## src/rtl/pidsc_pkg.sv

```systemverilog
// ---------------------------------------------------------------------------
// PID speed controller package
// Shared widths, register map codes and stage-to-stage structs.
// ---------------------------------------------------------------------------
package pidsc_pkg;

    // Field and datapath widths (signed Q8.8 unless noted)
    localparam int GAIN_W  = 16;
    localparam int SPEED_W = 16;
    localparam int DRIVE_W = 16;
    localparam int ERR_W   = SPEED_W + 1;      // target - measured, exact
    localparam int ACC_W   = 11;               // holds -512 .. 512
    localparam int DERR_W  = ERR_W + 1;        // error - previous error
    localparam int PK_W    = GAIN_W + ERR_W;   // kp * error
    localparam int PI_W    = GAIN_W + ACC_W;   // ki * accumulator
    localparam int PD_W    = GAIN_W + DERR_W;  // kd * error delta
    localparam int SUM_W   = PD_W + 2;         // three-term sum
    localparam int FRAC_W  = 8;                // Q8.8 fraction bits

    // Integral clamp bound, +-2.0
    localparam int ACC_LIMIT = 512;

    // Configuration port
    localparam int APB_DW = 32;
    localparam int ADDR_W = 4;
    localparam int IDX_W  = 2;

    localparam logic [IDX_W-1:0] REG_KP = 2'd0;
    localparam logic [IDX_W-1:0] REG_KI = 2'd1;
    localparam logic [IDX_W-1:0] REG_KD = 2'd2;

    // Gain set handed from the register block to the datapath
    typedef struct packed {
        logic signed [GAIN_W-1:0] kp;
        logic signed [GAIN_W-1:0] ki;
        logic signed [GAIN_W-1:0] kd;
    } t_gains;

    // Partial products passed from the error logic to the output stage
    typedef struct packed {
        logic signed [PK_W-1:0] p;
        logic signed [PI_W-1:0] i;
        logic signed [PD_W-1:0] d;
    } t_products;

endpackage

```

## src/rtl/pidsc_cfg_regs.sv

```systemverilog
// ---------------------------------------------------------------------------
// PID gain registers
// APB-style write/read access to the kp, ki and kd gain registers.
// ---------------------------------------------------------------------------
module pidsc_cfg_regs (
    input  logic                          i_clk,
    input  logic                          i_rst_n,
    input  logic                          psel,
    input  logic                          penable,
    input  logic                          pwrite,
    input  logic [pidsc_pkg::ADDR_W-1:0]  paddr,
    input  logic [pidsc_pkg::APB_DW-1:0]  pwdata,
    output logic [pidsc_pkg::APB_DW-1:0]  prdata,
    output logic                          pready,
    output pidsc_pkg::t_gains             o_gains
);
    import pidsc_pkg::*;

    t_gains             r_gains;
    logic               w_wr;
    logic [IDX_W-1:0]   w_idx;

    assign pready  = 1'b1;
    assign w_wr    = psel && penable && pwrite;
    assign w_idx   = paddr[ADDR_W-1:2];
    assign o_gains = r_gains;

    // Register write; unmapped index is ignored
    always_ff @(posedge i_clk) begin
        if (!i_rst_n) begin
            r_gains <= '0;
        end else if (w_wr) begin
            unique case (w_idx)
                REG_KP:  r_gains.kp <= pwdata[GAIN_W-1:0];
                REG_KI:  r_gains.ki <= pwdata[GAIN_W-1:0];
                REG_KD:  r_gains.kd <= pwdata[GAIN_W-1:0];
                default: ;
            endcase
        end
    end

    // Read back, sign-extended to the bus width
    always_comb begin
        unique case (w_idx)
            REG_KP:  prdata = APB_DW'(r_gains.kp);
            REG_KI:  prdata = APB_DW'(r_gains.ki);
            REG_KD:  prdata = APB_DW'(r_gains.kd);
            default: prdata = '0;
        endcase
    end

endmodule

```

## src/rtl/pidsc_core.sv

```systemverilog
// ---------------------------------------------------------------------------
// PID error and product logic
// Input register, error/integral/derivative state and the three gain
// multiplies, fed straight into the output stage.
// ---------------------------------------------------------------------------
module pidsc_core (
    input  logic                                 i_clk,
    input  logic                                 i_rst_n,
    input  pidsc_pkg::t_gains                    i_gains,
    input  logic                                 i_valid,
    output logic                                 o_ready,
    input  logic                                 i_enable,
    input  logic signed [pidsc_pkg::SPEED_W-1:0] i_measured_speed,
    input  logic signed [pidsc_pkg::SPEED_W-1:0] i_target_speed,
    output logic                                 o_prod_valid,
    input  logic                                 i_prod_ready,
    output pidsc_pkg::t_products                 o_products
);
    import pidsc_pkg::*;

    localparam logic signed [ERR_W:0] ACC_HI = (ERR_W+1)'(ACC_LIMIT);
    localparam logic signed [ERR_W:0] ACC_LO = (ERR_W+1)'(-ACC_LIMIT);

    // Input register
    logic                       r_in_valid;
    logic                       r_enable;
    logic signed [SPEED_W-1:0]  r_meas;
    logic signed [SPEED_W-1:0]  r_targ;

    // Controller state
    logic signed [ERR_W-1:0]    r_prev_err;
    logic signed [ACC_W-1:0]    r_acc;

    logic                       w_adv_in;
    logic signed [ERR_W-1:0]    w_err;
    logic signed [ERR_W:0]      w_acc_sum;
    logic signed [ACC_W-1:0]    n_acc;
    logic signed [DERR_W-1:0]   w_derr;
    t_products                  n_prod;

    // Input register loads when it is empty or its transaction moves on
    assign w_adv_in     = r_in_valid && i_prod_ready;
    assign o_ready      = !r_in_valid || i_prod_ready;
    assign o_prod_valid = r_in_valid;
    assign o_products   = n_prod;

    // Error, clamped integral and derivative terms
    always_comb begin
        w_err     = ERR_W'(r_targ) - ERR_W'(r_meas);
        w_acc_sum = (ERR_W+1)'(r_acc) + (ERR_W+1)'(w_err);
        w_derr    = DERR_W'(w_err) - DERR_W'(r_prev_err);
        priority if (w_acc_sum > ACC_HI) begin
            n_acc = ACC_W'(ACC_LIMIT);
        end else if (w_acc_sum < ACC_LO) begin
            n_acc = ACC_W'(-ACC_LIMIT);
        end else begin
            n_acc = w_acc_sum[ACC_W-1:0];
        end
    end

    // Gain multiplies; a disabled transaction yields zero products
    always_comb begin
        if (r_enable) begin
            n_prod.p = PK_W'(i_gains.kp) * PK_W'(w_err);
            n_prod.i = PI_W'(i_gains.ki) * PI_W'(n_acc);
            n_prod.d = PD_W'(i_gains.kd) * PD_W'(w_derr);
        end else begin
            n_prod = '0;
        end
    end

    // Input register capture
    always_ff @(posedge i_clk) begin
        if (!i_rst_n) begin
            r_in_valid <= 1'b0;
        end else if (o_ready) begin
            r_in_valid <= i_valid;
        end
        if (i_valid && o_ready) begin
            r_enable <= i_enable;
            r_meas   <= i_measured_speed;
            r_targ   <= i_target_speed;
        end
    end

    // State update, once per transaction as it leaves the input register
    always_ff @(posedge i_clk) begin
        if (!i_rst_n) begin
            r_prev_err <= '0;
            r_acc      <= '0;
        end else if (w_adv_in) begin
            if (r_enable) begin
                r_prev_err <= w_err;
                r_acc      <= n_acc;
            end else begin
                r_prev_err <= '0;
                r_acc      <= '0;
            end
        end
    end

endmodule

```

## src/rtl/pidsc_out_stage.sv

```systemverilog
// ---------------------------------------------------------------------------
// PID output stage
// Sums the three products, scales back to Q8.8 with floor rounding,
// saturates to 16 bits and holds the result in the output register.
// ---------------------------------------------------------------------------
module pidsc_out_stage (
    input  logic                                 i_clk,
    input  logic                                 i_rst_n,
    input  logic                                 i_prod_valid,
    output logic                                 o_prod_ready,
    input  pidsc_pkg::t_products                 i_products,
    output logic                                 o_valid,
    input  logic                                 i_ready,
    output logic signed [pidsc_pkg::DRIVE_W-1:0] o_drive
);
    import pidsc_pkg::*;

    localparam logic signed [SUM_W-1:0] DRV_MAX = SUM_W'(2**(DRIVE_W-1) - 1);
    localparam logic signed [SUM_W-1:0] DRV_MIN = SUM_W'(-(2**(DRIVE_W-1)));

    logic                       r_valid;
    logic signed [DRIVE_W-1:0]  r_drive;
    logic signed [SUM_W-1:0]    w_sum;
    logic signed [SUM_W-1:0]    w_scaled;
    logic signed [DRIVE_W-1:0]  n_drive;

    assign o_prod_ready = !r_valid || i_ready;
    assign o_valid      = r_valid;
    assign o_drive      = r_drive;

    // Sum, arithmetic shift (floor), saturate
    always_comb begin
        w_sum    = SUM_W'(i_products.p) + SUM_W'(i_products.i) + SUM_W'(i_products.d);
        w_scaled = w_sum >>> FRAC_W;
        priority if (w_scaled > DRV_MAX) begin
            n_drive = DRV_MAX[DRIVE_W-1:0];
        end else if (w_scaled < DRV_MIN) begin
            n_drive = DRV_MIN[DRIVE_W-1:0];
        end else begin
            n_drive = w_scaled[DRIVE_W-1:0];
        end
    end

    // Output register
    always_ff @(posedge i_clk) begin
        if (!i_rst_n) begin
            r_valid <= 1'b0;
        end else if (o_prod_ready) begin
            r_valid <= i_prod_valid;
        end
        if (o_prod_ready && i_prod_valid) begin
            r_drive <= n_drive;
        end
    end

endmodule

```

## src/rtl/pid_speed_controller_unit.sv

```systemverilog
// ---------------------------------------------------------------------------
// PID speed controller, top level
// Path: a taken input transaction passes through the input register, then
//   the output register, before o_valid rises.
// Throughput: one transaction per cycle; two transactions held under stall.
// Reset (synchronous, active low): gains, previous error, integral and all
//   stage valids clear to zero.
// ---------------------------------------------------------------------------
module pid_speed_controller_unit (
    input  logic                                 i_clk,
    input  logic                                 i_rst_n,
    // configuration port
    input  logic                                 psel,
    input  logic                                 penable,
    input  logic                                 pwrite,
    input  logic [pidsc_pkg::ADDR_W-1:0]         paddr,
    input  logic [pidsc_pkg::APB_DW-1:0]         pwdata,
    output logic [pidsc_pkg::APB_DW-1:0]         prdata,
    output logic                                 pready,
    // sample input
    input  logic                                 i_valid,
    output logic                                 o_ready,
    input  logic                                 i_enable,
    input  logic signed [pidsc_pkg::SPEED_W-1:0] i_measured_speed,
    input  logic signed [pidsc_pkg::SPEED_W-1:0] i_target_speed,
    // drive output
    output logic                                 o_valid,
    input  logic                                 i_ready,
    output logic signed [pidsc_pkg::DRIVE_W-1:0] o_drive
);
    import pidsc_pkg::*;

    t_gains     w_gains;
    t_products  w_products;
    logic       w_prod_valid;
    logic       w_prod_ready;

    // Gain registers
    pidsc_cfg_regs u_cfg (
        .i_clk   (i_clk),
        .i_rst_n (i_rst_n),
        .psel    (psel),
        .penable (penable),
        .pwrite  (pwrite),
        .paddr   (paddr),
        .pwdata  (pwdata),
        .prdata  (prdata),
        .pready  (pready),
        .o_gains (w_gains)
    );

    // Error state and multiplies
    pidsc_core u_core (
        .i_clk            (i_clk),
        .i_rst_n          (i_rst_n),
        .i_gains          (w_gains),
        .i_valid          (i_valid),
        .o_ready          (o_ready),
        .i_enable         (i_enable),
        .i_measured_speed (i_measured_speed),
        .i_target_speed   (i_target_speed),
        .o_prod_valid     (w_prod_valid),
        .i_prod_ready     (w_prod_ready),
        .o_products       (w_products)
    );

    // Sum, scale, saturate
    pidsc_out_stage u_out (
        .i_clk        (i_clk),
        .i_rst_n      (i_rst_n),
        .i_prod_valid (w_prod_valid),
        .o_prod_ready (w_prod_ready),
        .i_products   (w_products),
        .o_valid      (o_valid),
        .i_ready      (i_ready),
        .o_drive      (o_drive)
    );

endmodule
```

## config.mk

```make
export PLATFORM = sky130hd
export DESIGN_NAME = pid_speed_controller_unit
export DESIGN_NICKNAME = d
export VERILOG_FILES = /design/src/rtl/pidsc_pkg.sv /design/src/rtl/pidsc_cfg_regs.sv /design/src/rtl/pidsc_core.sv /design/src/rtl/pidsc_out_stage.sv /design/src/rtl/pid_speed_controller_unit.sv
export SDC_FILE = /design/constraint.sdc
export NUM_CORES = 2
export LEC_CHECK = 0
export BUFFER_PORTS_ARGS = -buffer_cell sky130_fd_sc_hd__buf_2
export CAP_MARGIN = 5
export CORE_MARGIN = 2
export CORE_UTILIZATION = 57
export CTS_CLUSTER_DIAMETER = 40
export CTS_CLUSTER_SIZE = 25
export DETAILED_ROUTE_END_ITERATION = 10
export PLACE_DENSITY = 0.74
export SYNTH_ARGS = -nofsm -noshare
export SYNTH_HDL_FRONTEND = slang
export SYNTH_SLANG_ARGS = --single-unit
```

## constraint.sdc

```tcl
create_clock -name i_clk -period 18.3 [get_ports i_clk]
set_input_delay 0.915 -clock i_clk [delete_from_list [all_inputs] [get_ports i_clk]]
set_output_delay 0.915 -clock i_clk [all_outputs]
set_load 0.01 [all_outputs]
```

# Word-level counts from Yosys, hierarchy flattened
# Index checks and enable logic that the tools add are counted.
# totals
out_inout_bits	51
reg_bits	127
in_bits	76
# op_classes
n_mux	7
n_mul	3
magnitude_cmp	4
n_eq_ne	2
n_reduce_logical	12
addsub	5
# ops
operator	count
case mux 32 bit (3 select lines)	1
2-to-1 mux 94 bit	1
adder 34 x 34 -> 35 bit	1
adder 33 x 27 -> 34 bit	1
multiplier 16 x 18 -> 34 bit	1
multiplier 16 x 17 -> 33 bit	1
2-to-1 mux 11 bit	3
> comparator 28 x 16 -> 1 bit (second input constant)	1
< comparator 28 x 16 -> 1 bit (second input constant)	1
multiplier 16 x 11 -> 27 bit	1
adder 11 x 17 -> 18 bit	1
> comparator 18 x 11 -> 1 bit (second input constant)	1
< comparator 18 x 10 -> 1 bit (second input constant)	1
subtractor 17 x 17 -> 18 bit	1
2-to-1 mux 17 bit	1
subtractor 16 x 16 -> 17 bit	1
2-to-1 mux 16 bit	1
AND reduction 2 bit	3
logical AND 1 bit	4
equality test 2 x 1 -> 1 bit (second input constant)	1
equality test 2 bit (second input constant)	1
logical NOT 1 bit	2
logical NOT 2 bit	1
logical OR 1 bit	2

# Logic depth before layout (Yosys ltp)
# depth
word_depth	11
mapped_depth	62

# Cells and area by module
# From an unflattened synthesis, not the netlist that was laid out.
# hier_totals
hier_cells	4168
area_unflattened_um2	37489.7
# by_module_without_submodules
mod	instances	cells_each	area_per_inst_um2
pidsc_core	1	3578	32130.8
pidsc_out_stage	1	341	3099.2
pidsc_cfg_regs	1	249	2259.7

# Least setup slack after synthesis
# Ideal clock, no wire load.
# synth_timing
kind	register -> register
start	register u_core.r_targ[0]
end	register u_out.r_drive[11], in the netlist u_out.o_drive[11] (data pin)
required_ns	18.155
slack_ns	4.767
n_path_buf	4
t_arrival_ns	13.389
path_stages_with_launch	59
period_less_slack_ns	13.533
path_cell_list	edfxtp_1 -> inv_1 -> ha_1 -> inv_1 -> fa_1 -> a21o_1 -> a21oi_1 -> o21bai_1 -> a21o_1 -> a21oi_1 -> inv_1 -> a21oi_1 -> xnor2_1 -> clkbuf_1 -> ha_1 -> a21o_1 -> a21o_1 -> a21oi_2 -> (+23 left out) -> o221ai_1 -> xnor2_1 -> nand2_1 -> fa_1 -> inv_1 -> ha_1 -> clkbuf_1 -> a21o_1 -> a21oi_1 -> nor2_1 -> o22ai_1 -> xor2_1 -> or4_1 -> nor4_1 -> nand3_1 -> o31a_1 -> buf_4 -> o21ai_1
# synth_via
elab_chain_cells	11
elab_cells_between_ends	16
cone_classes	add/sub: 5; mul: 3; order compare: 4; mux: 4
# synth_rtl
item	line	rtl
from (decl)	pidsc_core.sv:28	logic signed [SPEED_W-1:0] r_targ;
from (signal assigned)	pidsc_core.sv:82	r_targ <= i_target_speed;
subtractor 16 x 16 -> 17 bit (*)	pidsc_core.sv:49	w_err = ERR_W'(r_targ) - ERR_W'(r_meas);
adder 11 x 17 -> 18 bit	pidsc_core.sv:50	w_acc_sum = (ERR_W+1)'(r_acc) + (ERR_W+1)'(w_err);
< comparator 18 x 10 -> 1 bit	pidsc_core.sv:54	end else if (w_acc_sum < ACC_LO) begin
2-to-1 mux 11 bit	pidsc_core.sv:54	
2-to-1 mux 11 bit	pidsc_core.sv:52	priority if (w_acc_sum > ACC_HI) begin
multiplier 16 x 11 -> 27 bit	pidsc_core.sv:65	n_prod.i = PI_W'(i_gains.ki) * PI_W'(n_acc);
2-to-1 mux 94 bit (*)	pidsc_core.sv:63	if (r_enable) begin
adder 33 x 27 -> 34 bit	pidsc_out_stage.sv:33	w_sum = SUM_W'(i_products.p) + SUM_W'(i_products.i) + SUM_W'(i_products.d);
adder 34 x 34 -> 35 bit (*)	pidsc_out_stage.sv:33	
< comparator 28 x 16 -> 1 bit	pidsc_out_stage.sv:37	end else if (w_scaled < DRV_MIN) begin
2-to-1 mux 16 bit	pidsc_out_stage.sv:37	
to (signal assigned)	pidsc_out_stage.sv:52	r_drive <= n_drive;
to (decl)	pidsc_out_stage.sv:22	logic signed [DRIVE_W-1:0] r_drive;
# Mark *: on every way between the ends. The rest lies on a longest branch, timed or not.
# A chain may end at the register's enable or synchronous reset.

# Worst setup path after layout
# layout_timing
start	register u_core.r_targ[0]
end	register u_out.r_drive[4], in the netlist u_out.o_drive[4] (data pin)
# The elaborated chain is that of the path after synthesis.

==> summary by stage <==
Worst hold path
The startpoint of the tightest hold check path is u_core.r_prev_err[2]$_SDFFE_PN0P_. The worst hold path terminates at u_core.r_prev_err[2]$_SDFFE_PN0P_. The hold-critical path depth is 2. The class of the most critical hold timing path is flop to flop.

Die
For this configuration, the core starts out at a cell density of 0.578. The floorplan step defined a die boundary enclosing 67700 um^2. The die is 260 um wide. For this design the top-level I/O count stands at 127.

The die outline height is 260 um. The area of the placeable core is 64700 um^2. After floorplanning, the core was divided into 93 placement rows.

Routing
The number of iterations in the first detailed-routing pass is 6. After detailed routing, the average wire length per cell comes to 17.9 um. Dividing the detail-routed via count by the number of cells gives 5.56.

The number of violations reported at the end of detailed-routing iteration 0 is 1891. Once detail routing completed, the nets flagged for antenna violations numbered 0. After detailed routing, the number of remaining DRC violations is 0. For this block, the routed nets add up to 90500 um of wire. Detailed routing inserted a total of 28100 vias.

Final layout
From synthesis to final layout, the design area changed by 5.10%. The finished cells cover 39300 um^2. Counting the fill cells in the layout gives 5604.

The final cell utilization of the core is 0.608. In the final layout, the multi-input gates occupy 30400 um^2. The net count of the finished layout is 5344. In the final layout, the share of cells above drive strength 1 is 0.0594. The number of antenna diodes in the final layout is 0. Summing all flip-flop and latch instances after layout gives 3030 um^2.

Power and ir drop
For this design the static power due to leakage is 0.0187 uW. For this design the ratio of total power to cell area is 38.7 nW/um^2. The overall power of the completed layout is 1520 uW. The worst ir drop on vdd is 0.0751 mV.

Synth
For this run, the leading register cell type out of synthesis is sky130_fd_sc_hd__dfxtp_1. The synthesized netlist occupies a cell area of 37400 um^2. The fraction of the mapped netlist area in simple logic gates is 0.162. The fraction of the mapped netlist area in adder cells is 0.513.

The library cell with the highest instance count after synthesis is sky130_fd_sc_hd__inv_1. The combinational family with the most area after synthesis is adder cells. The async set or reset register ratio after synthesis is 0. Counting flops with a built-in enable in the synthesized netlist gives 49. The portion of synthesized cell area occupied by the leading cell type is 0.409. The library cell occupying the most area in the post-synthesis netlist is sky130_fd_sc_hd__fa_1.

The synthesized design contains 127 register bits. Sorting the synthesized cells by area gives the leading types as sky130_fd_sc_hd__fa_1 41%, sky130_fd_sc_hd__ha_1 10%, sky130_fd_sc_hd__inv_1 8.9%, sky130_fd_sc_hd__nand2_1 6.5%, sky130_fd_sc_hd__and2_1 4.7%. Of the total synthesized cell area, the portion taken by XOR and XNOR cells is 0.0354. The cell count after synthesis came out at 4200.

The total of warnings raised by yosys is 0. The part of the Yosys area used for sequential elements is 0.0811. The count of cell types in the netlist is 84. Of the post-synthesis cell area, the part taken by muxes is 0.00539. After synthesis, the mean cell area works out to 8.91 um^2.

The area fraction in compound gates after synthesis was 0.0927. The net count of the mapped netlist is 5350. By count the netlist is led by 886 x sky130_fd_sc_hd__inv_1, 764 x sky130_fd_sc_hd__fa_1, 643 x sky130_fd_sc_hd__nand2_1.

Placement
In this run the cell area measured after placement is 38700 um^2. After legalization and detailed placement, the total HPWL measured 74700 um. Port buffering added 107 buffers. The final weighted congestion in routability-driven placement is 0.922.

Critical path
Of all nets on the critical path, the largest fanout is 19. The endpoint kind of the worst setup timing path is a flop. The critical path is of the flop to flop type. The critical path data arrival time is 16.17 ns. The reg-to-reg endpoint is u_out.o_drive[4]$_SDFFCE_PN1P_. The launching element type of the critical path is a flop. In this run the critical register-to-register path is launched from u_core.r_targ[0]$_DFFE_PP_. The setup check on the worst reg-to-reg path leaves a slack of 2.44 ns. The cell with the largest stage delay on the worst path is sky130_fd_sc_hd__fa_1. The largest stage delay on the critical path is 0.66 ns. Measured in cells, the most critical reg-to-reg path has a length of 58.

STA puts the critical path data required time at 18.61 ns.

Clock tree
The clock tree buffer depth is 2. After clock tree synthesis, the clock-pin slew on the worst setup and hold paths is 0.07 ns. The buffers inserted during post-CTS setup optimization is 0.

Buffers inserted to repair hold after CTS numbered 0. The CTS tree is yes. The total number of clock tree sinks is 127. At the later pin of the worst-skew pair, clock insertion delay measures 0.48 ns. In this run the clock root is driven by a sky130_fd_sc_hd__clkbuf_16.

The count of cells resized by post-cts repair is 0. In this run the number of H-tree levels came out at 4. The number of clock buffers inserted by TritonCTS is 17.

Timing
The max-slew violation total from the final report is 0. The worst pin sits at a relative slew slack of 0.224. Setup repair after global routing left no endpoint under its margin. The hold violation count in the final report came to 0. At the pin with the least slew margin, the transition time is 1.16 ns.

The number of setup violations in the final report is 0. For the finished layout, the period the worst path requires is 15.86 ns. Dividing the final minimum period by the clock period gives 0.867. The post-route setup TNS is 0 ns. Across all hold checks on the routed design, the worst slack comes to 0.469 ns. For this run, the top clock speed supported by timing is 63.0 MHz. The maximum clock skew at final layout is 0.0170 ns.

Flow run
The tool flagged a number of max-cap violations equal to 0.

Global route
The first global-routing pass estimated 153000 um of wire. The number of global-route vias before repair is 29800. The initial antenna violation count is 1.

The total overflow left after global routing is 0. For this run, the total global-route usage over all layers was measured as 0.287. Entering global routing, the biggest net connects 80 pins.

Run status
The run finished with clean final reports.
-- critical path, delay by kind of cell, from the launching register on --
kind / cells / cell delay (ns)
DFF: 1 / 0.36
and+or+nand+nor: 7 / 2.01
xor gates and xnor gates: 3 / 0.75
AOI/OAI and AO/OA: 28 / 6.92
buffers and inverters: 9 / 1.15
adders and majority gates: 11 / 4.43
-- logic make-up (layout without fill, tap and decap cells) --
family,count (synthesis),in the layout
xor gates and xnor gates,151,151
other,1,1
DFF,127,127
adders and majority gates,1074,1074
AOI/OAI and AO/OA,500,500
and+or+nand+nor,1254,1254
muxes,20,20
buffers and inverters,1073,1080
-- worst max-delay path by stage --
| stage | start | to | slack, ns | cells after the start |
|---|---|---|---|---|
| CTS | u_core.r_targ[0]$_DFFE_PP_ | u_out.o_drive[4]$_SDFFCE_PN1P_ | 2.46 | 58 |
| detailed placement | u_core.r_targ[0]$_DFFE_PP_ | u_out.o_drive[3]$_SDFFCE_PN1P_ | 2.60 | 58 |
| global route | u_core.r_targ[0]$_DFFE_PP_ | u_out.o_drive[12]$_SDFFCE_PN1P_ | 1.36 | 58 |
| floorplan | u_core.r_targ[0]$_DFFE_PP_ | u_out.o_drive[11]$_SDFFCE_PN1P_ | 4.77 | 58 |
| finish | u_core.r_targ[0]$_DFFE_PP_ | u_out.o_drive[4]$_SDFFCE_PN1P_ | 2.44 | 58 |
| global placement | u_core.r_targ[0]$_DFFE_PP_ | u_out.o_drive[2]$_SDFFCE_PN1P_ | 2.86 | 58 |
-- layout by cell type (no fill, tap or decap), types with 10 or more instances in the layout --
cell / n
sky130_fd_sc_hd__inv_1: 886
sky130_fd_sc_hd__fa_1: 764
sky130_fd_sc_hd__nand2_1: 643
sky130_fd_sc_hd__ha_1: 310
sky130_fd_sc_hd__and2_1: 280
sky130_fd_sc_hd__buf_2: 107
sky130_fd_sc_hd__xnor2_1: 104
sky130_fd_sc_hd__a21oi_1: 94
sky130_fd_sc_hd__dfxtp_1: 78
sky130_fd_sc_hd__o21ai_0: 76
sky130_fd_sc_hd__nor2_1: 73
sky130_fd_sc_hd__a21o_1: 70
sky130_fd_sc_hd__nor2b_1: 57
sky130_fd_sc_hd__a21boi_0: 55
sky130_fd_sc_hd__buf_4: 54
sky130_fd_sc_hd__edfxtp_1: 49
sky130_fd_sc_hd__nand2b_1: 48
sky130_fd_sc_hd__nand3_1: 38
sky130_fd_sc_hd__xor2_1: 32
sky130_fd_sc_hd__nor3_1: 24
sky130_fd_sc_hd__o21ai_1: 21
sky130_fd_sc_hd__o21a_1: 20
sky130_fd_sc_hd__o21bai_1: 19
sky130_fd_sc_hd__mux2i_1: 19
sky130_fd_sc_hd__or3_1: 17
sky130_fd_sc_hd__clkbuf_16: 17
sky130_fd_sc_hd__and3_1: 16
sky130_fd_sc_hd__a22oi_1: 15
sky130_fd_sc_hd__xnor2_2: 14
sky130_fd_sc_hd__nand4_1: 13
sky130_fd_sc_hd__a211oi_1: 11
sky130_fd_sc_hd__o31ai_1: 11
sky130_fd_sc_hd__a31oi_1: 11
sky130_fd_sc_hd__o211ai_1: 10
sky130_fd_sc_hd__a32o_1: 10
-- power by group --
| part | internal, uW | leakage [uW] | switching [uW] | total, uW |
|---|---|---|---|---|
| registers | 312 | 0.00109 | 9.49 | 322 |
| logic | 290 | 0.0173 | 567 | 857 |
| clock network | 180 | 0.000281 | 164 | 344 |
-- final cells by class --
type | instances | share of cell area
Multi-Input combinational cell | 3000 | 0.773
Inverter | 887 | 0.0847
Sequential cell | 127 | 0.0771
Tap cell | 855 | 0.0272
Timing Repair Buffer | 161 | 0.0239
Clock buffer | 17 | 0.0108
Clock inverter | 15 | 0.00369
-- per-stage QoR --
step,cells,setup slack [ns]
6_report,5062,2.44
2_1_floorplan,4200,4.77
4_1_cts,5062,2.46
5_1_grt,5062,1.36
3_5_place_dp,5030,2.60
3_3_place_gp,5030,2.86
-- per-layer routing --
| layer | GRT usage | up-vias | wire length (um) |
|---|---|---|---|
| li1 | - | 12800 | - |
| met1 | 0.372 | 14200 | 37200 |
| met2 | 0.485 | 873 | 43700 |
| met3 | 0.0408 | 183 | 5510 |
| met4 | 0.118 | 2 | 4010 |
| met5 | 0 | - | 14 |
-- flip-flops by register name, indices dropped and copies added (netlist names) --
register	count
u_core.r_enable	1
u_out.o_valid	1
u_core.r_meas	16
u_core.o_prod_valid	1
u_core.r_targ	16
u_out.o_drive	16
u_core.r_acc	11
u_core.r_prev_err	17
u_cfg.o_gains	48
Note: power is estimated with default switching activity, not from simulation.
